--- src/design/mpfd_pkg.sv ---
package mpfd_pkg;

	localparam int PANEL_COLUMNS = 128;
	localparam int PANEL_PAGES   = 8;
	localparam int PAGE_BITS     = 8;
	localparam int PANEL_ROWS    = PANEL_PAGES * PAGE_BITS;
	localparam int STORE_BYTES   = PANEL_COLUMNS * PANEL_PAGES;

	localparam int REQ_W     = 3;
	localparam int COORD_W   = 8;
	localparam int BYTE_W    = 8;
	localparam int BIT_IDX_W = $clog2(PAGE_BITS);
	localparam int COL_W     = $clog2(PANEL_COLUMNS);
	localparam int PAGE_W    = (PANEL_PAGES > 1) ? $clog2(PANEL_PAGES) : 1;
	localparam int ADDR_W    = $clog2(STORE_BYTES);
	// one bit over a coordinate so that corner plus extent cannot wrap
	localparam int EXT_W     = COORD_W + 1;

	localparam logic [REQ_W-1:0] REQ_SET_PIXEL = 3'd0;
	localparam logic [REQ_W-1:0] REQ_CLR_PIXEL = 3'd1;
	localparam logic [REQ_W-1:0] REQ_FILL_RECT = 3'd2;
	localparam logic [REQ_W-1:0] REQ_CLR_RECT  = 3'd3;
	localparam logic [REQ_W-1:0] REQ_FILL_ALL  = 3'd4;
	localparam logic [REQ_W-1:0] REQ_CLR_ALL   = 3'd5;
	localparam logic [REQ_W-1:0] REQ_READ_BYTE = 3'd6;

	typedef logic [REQ_W-1:0]   req_code_t;
	typedef logic [COORD_W-1:0] coord_t;
	typedef logic [BYTE_W-1:0]  byte_t;

	typedef struct packed {
		logic load;
		logic step;
		logic mem_rd;
		logic mem_wr;
		logic wipe_wr;
		logic res_load;
	} mpfd_cmd_t;

	typedef struct packed {
		logic skip;
		logic last;
		logic rd_req;
	} mpfd_sts_t;

endpackage

--- src/design/mpfd_ctrl.sv ---
module mpfd_ctrl import mpfd_pkg::*;
(
	input  logic      clk,
	input  logic      arst_n,
	input  logic      in_valid,
	output logic      in_ready,
	input  req_code_t req_type,
	output logic      out_valid,
	input  logic      out_ready,
	input  mpfd_sts_t sts,
	output mpfd_cmd_t cmd
);

	typedef enum logic [5:0] {
		ST_BOOT   = 6'b000001,
		ST_IDLE   = 6'b000010,
		ST_WIPE   = 6'b000100,
		ST_READ   = 6'b001000,
		ST_MODIFY = 6'b010000,
		ST_DONE   = 6'b100000
	} state_t;

	state_t state_q;
	state_t state_d;
	logic   out_valid_q;

	always_comb begin
		cmd      = '0;
		state_d  = state_q;
		in_ready = 1'b0;
		unique case (state_q) inside
			ST_BOOT, ST_WIPE: begin
				cmd.mem_wr  = 1'b1;
				cmd.wipe_wr = 1'b1;
				if (sts.last) begin
					state_d = (state_q == ST_BOOT) ? ST_IDLE : ST_DONE;
				end else begin
					cmd.step = 1'b1;
				end
			end
			ST_IDLE: begin
				in_ready = 1'b1;
				if (in_valid) begin
					cmd.load = 1'b1;
					unique case (req_type) inside
						REQ_FILL_ALL, REQ_CLR_ALL: state_d = ST_WIPE;
						REQ_SET_PIXEL, REQ_CLR_PIXEL, REQ_FILL_RECT, REQ_CLR_RECT,
						REQ_READ_BYTE: state_d = ST_READ;
						default: state_d = ST_DONE;
					endcase
				end
			end
			ST_READ: begin
				if (sts.skip) begin
					state_d = ST_DONE;
				end else begin
					cmd.mem_rd = 1'b1;
					state_d    = sts.rd_req ? ST_DONE : ST_MODIFY;
				end
			end
			ST_MODIFY: begin
				cmd.mem_wr = 1'b1;
				if (sts.last) begin
					state_d = ST_DONE;
				end else begin
					cmd.step = 1'b1;
					state_d  = ST_READ;
				end
			end
			ST_DONE: begin
				// hold until the output register is free or being drained
				if (!out_valid_q || out_ready) begin
					cmd.res_load = 1'b1;
					state_d      = ST_IDLE;
				end
			end
			default: state_d = ST_IDLE;
		endcase
	end

	always_ff @(posedge clk or negedge arst_n) begin
		if (!arst_n) begin
			state_q     <= ST_BOOT;
			out_valid_q <= 1'b0;
		end else begin
			state_q <= state_d;
			if (cmd.res_load) begin
				out_valid_q <= 1'b1;
			end else if (out_ready) begin
				out_valid_q <= 1'b0;
			end
		end
	end

	assign out_valid = out_valid_q;

endmodule

--- config.mk ---
export PLATFORM = sky130hd
export DESIGN_NAME = mpfd_ctrl
export DESIGN_NICKNAME = d
export VERILOG_FILES = /design/src/design/mpfd_pkg.sv /design/src/design/mpfd_ctrl.sv
export SDC_FILE = /design/constraint.sdc
export NUM_CORES = 1
export LEC_CHECK = 0
export ABC_AREA = 1
export ABC_CLOCK_PERIOD_IN_PS = 1150
export BUFFER_PORTS_ARGS = -buffer_cell sky130_fd_sc_hd__buf_2
export CAP_MARGIN = 20
export CORE_AREA = 8 8 45 47
export CTS_BUF_LIST = sky130_fd_sc_hd__clkbuf_4 sky130_fd_sc_hd__clkbuf_8 sky130_fd_sc_hd__clkbuf_16
export DETAILED_ROUTE_END_ITERATION = 10
export DIE_AREA = 0 0 53 55
export PLACE_DENSITY = 0.65
export SYNTH_ARGS = -nofsm -noshare
export SYNTH_HDL_FRONTEND = slang
export SYNTH_SLANG_ARGS = --single-unit
--- constraint.sdc ---
create_clock -name clk -period 1.15 [get_ports clk]
set_input_delay 0.23 -clock clk [delete_from_list [all_inputs] [get_ports clk]]
set_output_delay 0.23 -clock clk [all_outputs]
set_load 0.02 [all_outputs]
==> results of run 1 <==
[layer usage]
layer	track usage	wire (µm)	vias to the layer above
met5	0	0	-
met4	0.0259	0	0
met3	0.0535	95	0
met2	0.219	905	13
met1	0.110	584	277
li1	-	-	297
[sequential cells by signal, summed over array words and instances (netlist names)]
| name | flops |
|---|---|
| out_valid | 1 |
| state_q | 6 |
[worst paths after layout]
path	from	depth (start not counted)	slack [ns]	end
worst max-delay path	state_q[5]	6	-0.50	cmd[4]
worst max register to register	state_q[5]	9	-0.31	state_q[1]
worst min-delay path	out_ready	2	0.17	out_valid
max in group asynchronous	arst_n	2	0.58	state_q[0]
min in group asynchronous	arst_n	2	0.33	out_valid
worst min register to register	state_q[2]	2	0.56	state_q[2]
[power by group through the flow]
stage               Clock, W  Combinational [W]  Sequential [W]
detailed placement         0           0.000976        0.000394
global placement           0           0.000963        0.000391
floorplan                  0           0.000641        0.000402
CTS                 0.000257            0.00118        0.000400
global route        0.000284            0.00148        0.000403
finish              0.000254            0.00137        0.000395
[timing repair]
item                       CTS  global route
pin swaps                   10             6
setup endpoints to repair   12            13
buffers inserted             3             5
hold buffers                 1             0
hold endpoints to repair     6             0
gates resized for setup     16             9
[through the flow]
stage	area, µm²	instances	hold slack [ns]	util	total power, W
finish	923	124	0.169	0.667	0.00202
global route	923	124	0.166	0.667	0.00216
CTS	861	121	0.170	0.622	0.00183
detailed placement	736	113	0.0765	0.532	0.00137
global placement	736	113	0.0725	0.532	0.00135
floorplan	578	73	-0.0656	-	0.00104
[cell usage in the layout, fill, tap and decap left out, types with 2 or more instances in the layout]
cell type | netlist | layout
nand3_4 | 1 | 6
nand3_2 | 4 | 2
nor2_2 | 3 | 2
nand2_1 | 10 | 9
clkbuf_4 | 0 | 4
buf_4 | 0 | 13
nand4_1 | 2 | 2
dfrtp_1 | 6 | 5
nand2_4 | 0 | 3
nor2_1 | 11 | 8
buf_2 | 0 | 11
inv_2 | 3 | 4
o21ai_0 | 4 | 3
inv_1 | 13 | 11
buf_6 | 0 | 6
nor2_4 | 3 | 7
nand3_1 | 5 | 2
[kinds of logic after synthesis]
| kind of cell | Yosys count |
|---|---|
| buffers and inverters | 17 |
| DFF | 7 |
| AOI/OAI and AO/OA | 7 |
| and+or+nand+nor | 42 |
[cell usage after synthesis, drive strengths merged]
cell	instances	area [µm²]
clkinv	1	3.75
dfstp	1	26.3
inv	16	60.1
nand2	12	50.1
nor2	17	93.8
and2	1	8.76
nand3	10	82.6
dfrtp	6	150
nand4	2	12.5
a21oi	1	5.00
o21ai	5	25.0
o21bai	1	7.51
[final cells by class]
type / instances / area [µm²] / area share
sequential: 7 / 178 / 0.192
inverter: 17 / 67.6 / 0.0732
tap: 16 / 20.0 / 0.0217
multi-input combinational: 49 / 398 / 0.431
clock buffer: 4 / 30.0 / 0.0325
timing repair buffer: 31 / 230 / 0.249
==> results.ini, run 1 <==
[timing]
fmax_mhz=606
fin_ws_ns=-0.501
setup_tns_ns=-4.40
rsz0062_at_grt=true
hold_viol_final=0
min_period_ns=1.65
worst_slew_pin_slew_ns=0.275
timing.final.crit_share=1.44
drv_slew=0
clock_skew_ns=0.00720
finalSetupViolCount=12
max_slew_margin=0.816

[floorplanning]
start_util=0.380
core_mm2=0.00138
ios=18
fp.dieW_um=53
die_h_um=55
die-area_mm2=0.00292
rows=14

[synth]
synth_mux_area_frac=0
synth-compound-area-share=0.0714
ys_ff_latch=7
syn_inst=73
synth_area_um2=526
synth_fa_ha_area_frac=0
syn_area_per_cell_um2=7.20
yosysWarnings=0
synthSimpleGateAreaFrac=0.471
synth_nets=83
yosysUniqueCellTypes=19
synth-xor-area-share=0
synth_top_family_by_area=simple AND/OR/NAND/NOR gates
yosysSeqAreaShare=0.336

[cts]
cts_buffers=3
clock_latency_ns=0.26
cts_tree=done
cts.sinks=7
cts_max_level=1
clock_path_buffers=2
clk_pin_slew_ns=0.06
clock-root-buffer=clkbuf_4

[route]
drt-initial-drc-count=7
via_count=587
wl_per_cell_um=12.8
drcViolationCount=0
ant_nets=0
drtPass1Iterations=4
drt_wl_total_um=1590
routed_via_density=4.73

[setup_path]
cp_num_buf_inv=1
crit_top_cell=nand2_4
path_max_fanout=5
end_kind=output pin
path_cells=nor2_4, nand3_4, nand2_4, nand2_4, o21ai_4, buf_6
setup.worst_path.class=flip-flop to output pin
startpoint_type=flip-flop
slowest_stage=dfrtp_1
max_stage_delay_ns=0.40
path_delay_family=simple AND/OR/NAND/NOR gates
worstPathRequired_ns=0.92
cp.arrival_ns=1.42

[grt]
grt_pass1_wl_um=2440
grt_pass1_vias=589
grt_max_degree=8
antenna_found_initial=0
overflow=0
grtUsageTotal=0.115

[layout]
nFillCells=131
n_antenna_cell=0
final_layout_size_suffix_gt1_frac=0.602
syn_to_final_growth_pct=75.7
nets=119

[power_and_ir_drop]
p_int_w=0.00110
switching_share=0.458
ir_drop_mv=1.31
p_sw_w=0.000927
power_density_mw_per_mm2=2190
p_clk_frac=0.126
combPwrFrac=0.679
p_leak_nw=0.493
pwr-share-seq=0.195

[flow_run]
cap_violations=0

[placed_design]
gp_congestion=0.780
place_ws_ns=-0.247
port_buffers=17
hpwlAfterDp_um=1100

[outcome]
failed_checks=negative setup slack
status=finished, violations left

[hold_path]
hp-class=input pin to flip-flop

Power figures use the tool's default switching activity.
==> run 2, diff against run 1 <==
==> constraint.sdc (replaced) <==
create_clock -name clk -period 1.15 [get_ports clk]
set_input_delay 0.23 -clock clk [delete_from_list [all_inputs] [get_ports clk]]
set_output_delay 0.23 -clock clk [all_outputs]
set_load 0.005 [all_outputs]
==> results.ini, run 2 (same netlist as run 1, synthesis figures left out) <==
[layout]
multi_input_area_um2=334  ; -16%
seqCellArea_um2=178  ; unchanged
final_cells=124  ; unchanged
final_layout_size_suffix_gt1_frac=0.574  ; -0.0278
nets=119  ; unchanged
regMostFlops=state_q
nFillCells=133  ; +1.5%
syn_to_final_growth_pct=61.7
layout_common_cells=buf_2, inv_1, nor2_1
n_antenna_cell=0  ; unchanged
largest_register_ffs=6  ; unchanged
final_common_cell=buf_2

[outcome]
failed_checks=negative setup slack
status=finished, violations left

[cts]
cts_max_level=1  ; unchanged
cts_tree=done
cts_buffers=3  ; unchanged
clock-root-buffer=clkbuf_4
clock_path_buffers=2  ; unchanged
cts.sinks=7  ; unchanged
clock_latency_ns=0.26  ; about the same
clk_pin_slew_ns=0.06  ; about the same

[hold_path]
hp-class=input pin to flip-flop
min_from=out_ready
whs_path_depth=2  ; unchanged

[placed_design]
gp_congestion=0.761  ; -2.4%
hpwlAfterDp_um=1020  ; -7.0%
port_buffers=17  ; unchanged
place_ws_ns=-0.206  ; +0.0413 ns
post-place-cells=109  ; -3.5%

[floorplanning]
rows=14  ; unchanged
die-area_mm2=0.00292  ; unchanged
fp.dieW_um=53  ; unchanged
start_util=0.380  ; unchanged
core_mm2=0.00138  ; unchanged
ios=18  ; unchanged
die_h_um=55  ; unchanged

[grt]
grt_pass1_vias=603  ; +2.4%
grt_pass1_wl_um=2420  ; -0.57%
grtUsageTotal=0.112  ; -0.00275
antenna_found_initial=0  ; unchanged
overflow=0  ; unchanged
grt_max_degree=8  ; unchanged

[power_and_ir_drop]
ir_drop_mv=1.05  ; -20%
p_leak_nw=0.482  ; -2.3%
power.total_w=0.00178  ; -12%
power_density_mw_per_mm2=2100  ; -4.3%

[setup_path]
path_delay_family=flip-flops
end_kind=output pin
worstPathRequired_ns=0.92  ; about the same
path_max_fanout=4  ; -1
worstSetupStartpoint=state_q[0]
ff2ff_path_depth=9  ; unchanged
cp_num_buf_inv=3  ; +2
path_cells=inv_2, nor2_2, nand3_2, buf_4, nand3_2, buf_2
setup.worst_path.class=flip-flop to output pin
startpoint_type=flip-flop
crit_top_cell=nand3_2
cp.depth=6  ; unchanged
max_stage_delay_ns=0.57  ; +0.17 ns
r2r_start=state_q[2]
slowest_stage=dfstp_2
cp.arrival_ns=1.43  ; about the same

[timing]
rsz0062_at_grt=true
fmax_mhz=602  ; -0.67%
drv_slew=0  ; unchanged
worst_slew_pin_slew_ns=0.201  ; -0.0740 ns
setup_tns_ns=-4.22  ; +0.188 ns
clock_skew_ns=0.00668  ; -0.000518 ns
finalSetupViolCount=12  ; unchanged
min_period_ns=1.66  ; +0.0112 ns
timing.final.crit_share=1.45  ; +0.00974
max_slew_margin=0.865  ; +0.0495
hold_viol_final=0  ; unchanged
fin_ws_ns=-0.512  ; -0.0112 ns

[route]
via_count=596  ; +1.5%
drcViolationCount=0  ; unchanged
routed_via_density=4.81  ; +1.5%
ant_nets=0  ; unchanged
drtPass1Iterations=3  ; -1
wl_per_cell_um=12.4  ; -3.3%
drt_wl_total_um=1530  ; -3.3%
drt-initial-drc-count=3  ; -4

[flow_run]
cap_violations=0  ; unchanged

==> run 2: area by class of cell <==
type	count	area share
clock buffers	4	0.0353
multi-input cells	49	0.393
well taps	16	0.0236
inverters	17	0.0795
repair buffers	31	0.259
flip-flops and latches	7	0.209
==> run 2: stage by stage <==
| stage | cell area (µm²) | hold WS, ns | util |
|---|---|---|---|
| final | 850 | 0.169 | 0.614 |
| after floorplan | 529 | -0.0656 | - |
| after detailed placement | 657 | 0.0712 | 0.475 |
| after global placement | 657 | 0.0688 | 0.475 |
| after CTS | 774 | 0.185 | 0.560 |
| after global routing | 850 | 0.192 | 0.614 |
==> run 2: report_power, final <==
part	total [W]	switching [W]	internal, W
Clock	0.000257	0.000100	0.000157
Combinational	0.00113	0.000572	0.000560
Sequential	0.000393	0.0000776	0.000315
==> run 2: final timing paths <==
| path | endpoint | slack, ns |
|---|---|---|
| max | cmd[2] | -0.51 |
| min | out_valid | 0.17 |
| max reg2reg | state_q[1] | -0.33 |
| min reg2reg | state_q[0] | 0.49 |
| max in group asynchronous | state_q[0] | 0.59 |
| min in group asynchronous | state_q[4] | 0.32 |
==> run 2: worst reg2reg max path: cells and delay by family, from the launching register on <==
kind	cells	cell delay, ns
AND/OR/NAND/NOR	5	0.46
flip-flops	1	0.44
AO/OA/AOI/OAI	1	0.08
buffers and inverters	3	0.39
==> run 2: metal layers <==
metal,global-route usage,wire (µm),vias up
met3,0.0561,134,7
li1,-,-,297
met1,0.117,592,271
met4,0.0259,50,0
met5,0,0,-
met2,0.197,755,21
==> run 2: repair_timing <==
item                                    4_1_cts  5_1_grt
pin swaps                                     8        4
endpoints found under the setup margin       12       12
hold buffers                                  1        0
hold endpoints to repair                      6        0
setup buffers                                 6        4
gates resized for setup                      10       11
==> run 3, diff against run 2 <==
--- a/config.mk
+++ b/config.mk
@@ -14,6 +14,7 @@
 export DETAILED_ROUTE_END_ITERATION = 10
 export DIE_AREA = 0 0 53 55
 export PLACE_DENSITY = 0.65
+export SETUP_SLACK_MARGIN = 0.15
 export SYNTH_ARGS = -nofsm -noshare
 export SYNTH_HDL_FRONTEND = slang
 export SYNTH_SLANG_ARGS = --single-unit
==> results.ini, run 3 (same netlist as run 1, synthesis figures left out) <==
[outcome]
status=finished, violations left
failed_checks=negative setup slack

[floorplanning]
die-area_mm2=0.00292  ; unchanged
core_mm2=0.00138  ; unchanged
fp.dieW_um=53  ; unchanged
rows=14  ; unchanged
ios=18  ; unchanged
die_h_um=55  ; unchanged
start_util=0.380  ; unchanged

[power_and_ir_drop]
power_density_mw_per_mm2=2000  ; -4.5%
combPwrFrac=0.586  ; -0.049
p_int_w=0.000885  ; -14%
p_sw_w=0.000701  ; -6.6%
p_clk_frac=0.163  ; +0.019
switching_share=0.442  ; +0.0209
pwr-share-seq=0.251  ; +0.031
p_leak_nw=0.444  ; -7.8%
power.total_w=0.00159  ; -11%
ir_drop_mv=0.956  ; -9.1%

[layout]
layout_common_cells=buf_2, inv_1, nor2_1, nor2_2
final_common_cell=buf_2
final_layout_size_suffix_gt1_frac=0.621  ; +0.0473
n_antenna_cell=0  ; unchanged
regMostFlops=state_q
final_cells=119  ; -4.0%
nets=114  ; -4.2%
largest_register_ffs=6  ; unchanged
syn_to_final_growth_pct=50.7

[cts]
clock-root-buffer=clkbuf_4
cts_buffers=3  ; unchanged
cts_max_level=1  ; unchanged
cts_tree=done
clock_latency_ns=0.26  ; about the same
cts.sinks=7  ; unchanged
clock_path_buffers=2  ; unchanged
clk_pin_slew_ns=0.06  ; about the same

[setup_path]
startpoint_type=flip-flop
end_kind=output pin
path_max_fanout=4  ; unchanged
ff2ff_path_depth=8  ; -1
r2r-end=state_q[2]
r2r_start=state_q[0]
worstPathRequired_ns=0.92  ; about the same
cp.arrival_ns=1.40  ; -0.03 ns
rrSetupSlack_ns=-0.32  ; about the same
setup.worst_path.class=flip-flop to output pin

[route]
drt_wl_total_um=1350  ; -12%
routed_via_density=4.63  ; -3.7%
drcViolationCount=0  ; unchanged
drtPass1Iterations=3  ; unchanged
ant_nets=0  ; unchanged
drt-initial-drc-count=7  ; +4
via_count=551  ; -7.6%
wl_per_cell_um=11.4  ; -8.0%

[timing]
max_slew_margin=0.806  ; -0.0597
hold_viol_final=0  ; unchanged
min_period_ns=1.63  ; -0.0283 ns
clock_skew_ns=0.00786  ; +0.00118 ns
drv_slew=0  ; unchanged
fin_ws_ns=-0.484  ; +0.0283 ns
timing.final.crit_share=1.42  ; -0.0246
worst_slew_pin_slew_ns=0.290  ; +0.0893 ns
rsz0062_at_grt=true
finalSetupViolCount=12  ; unchanged
fmax_mhz=612  ; +1.7%

[placed_design]
gp_congestion=0.818  ; +7.5%
hpwlAfterDp_um=1040  ; +2.3%
port_buffers=17  ; unchanged
post-place-cells=108  ; -0.92%
place_ws_ns=-0.197  ; +0.00851 ns

[hold_path]
min_from=out_ready
whs_path_depth=2  ; unchanged
hp-class=input pin to flip-flop
min_to=out_valid

[grt]
grt_max_degree=8  ; unchanged
grtUsageTotal=0.0990  ; -0.0131
grt_pass1_wl_um=2120  ; -13%
grt_pass1_vias=546  ; -9.5%
antenna_found_initial=0  ; unchanged
overflow=0  ; unchanged

[flow_run]
cap_violations=0  ; unchanged

run 3: timing repair:
action | in CTS | in global routing
endpoints found under the hold margin | 6 | 0
pin swaps | 7 | 4
gates resized for setup | 5 | 12
setup buffers | 2 | 4
endpoints found under the setup margin | 13 | 15
hold buffers | 1 | 0
run 3: per-layer routing:
metal / share of wire / track usage
met5: 0 / 0
met4: 0.010 / 0.0517
met3: 0.047 / 0.0321
met2: 0.52 / 0.174
met1: 0.42 / 0.104
run 3: worst max path at each step:
| stage | from | endpoint | slack, ns |
|---|---|---|---|
| 2_1_floorplan | state_q[0] | state_q[1] | -0.07 |
| 3_3_place_gp | state_q[0] | cmd[4] | -0.17 |
| 3_5_place_dp | state_q[0] | cmd[4] | -0.20 |
| 4_1_cts | state_q[0] | cmd[4] | -0.47 |
| 5_1_grt | state_q[0] | cmd[4] | -0.56 |
| 6_report | state_q[0] | cmd[4] | -0.48 |
run 3: through the flow:
stage | hold WS, ns | setup TNS, ns | util | cell area [µm²]
detailed placement | 0.0781 | -1.14 | 0.474 | 656
finish | 0.157 | -4.02 | 0.572 | 792
CTS | 0.155 | -3.76 | 0.522 | 722
global placement | 0.0722 | -0.994 | 0.474 | 656
global route | 0.161 | -5.02 | 0.572 | 792
floorplan | -0.0656 | -0.203 | - | 536
run 3: worst max-delay path, cell delays in order (launching register included):
cell	delay (ns)
dfstp_2	0.59
inv_2	0.04
nor2_2	0.09
nand3_2	0.09
nand2_2	0.09
nand2_2	0.07
o21ai_2	0.05
buf_2	0.13
run 3: cell type report:
cell class / instances / area (µm²)
Multi-Input combinational cell: 49 / 337
Tap cell: 16 / 20.0
Fill cell: 132 / 592
Timing Repair Buffer: 26 / 163
Sequential cell: 7 / 178
Inverter: 17 / 65.1
Clock buffer: 4 / 30.0
run 3: power by group through the flow:
| stage | combinational, W | sequential, W | clock, W |
|---|---|---|---|
| 3_3_place_gp | 0.000724 | 0.000391 | 0 |
| 2_1_floorplan | 0.000509 | 0.000388 | 0 |
| 6_report | 0.000929 | 0.000398 | 0.000259 |
| 3_5_place_dp | 0.000735 | 0.000397 | 0 |
| 4_1_cts | 0.000798 | 0.000395 | 0.000269 |
| 5_1_grt | 0.00105 | 0.000410 | 0.000280 |
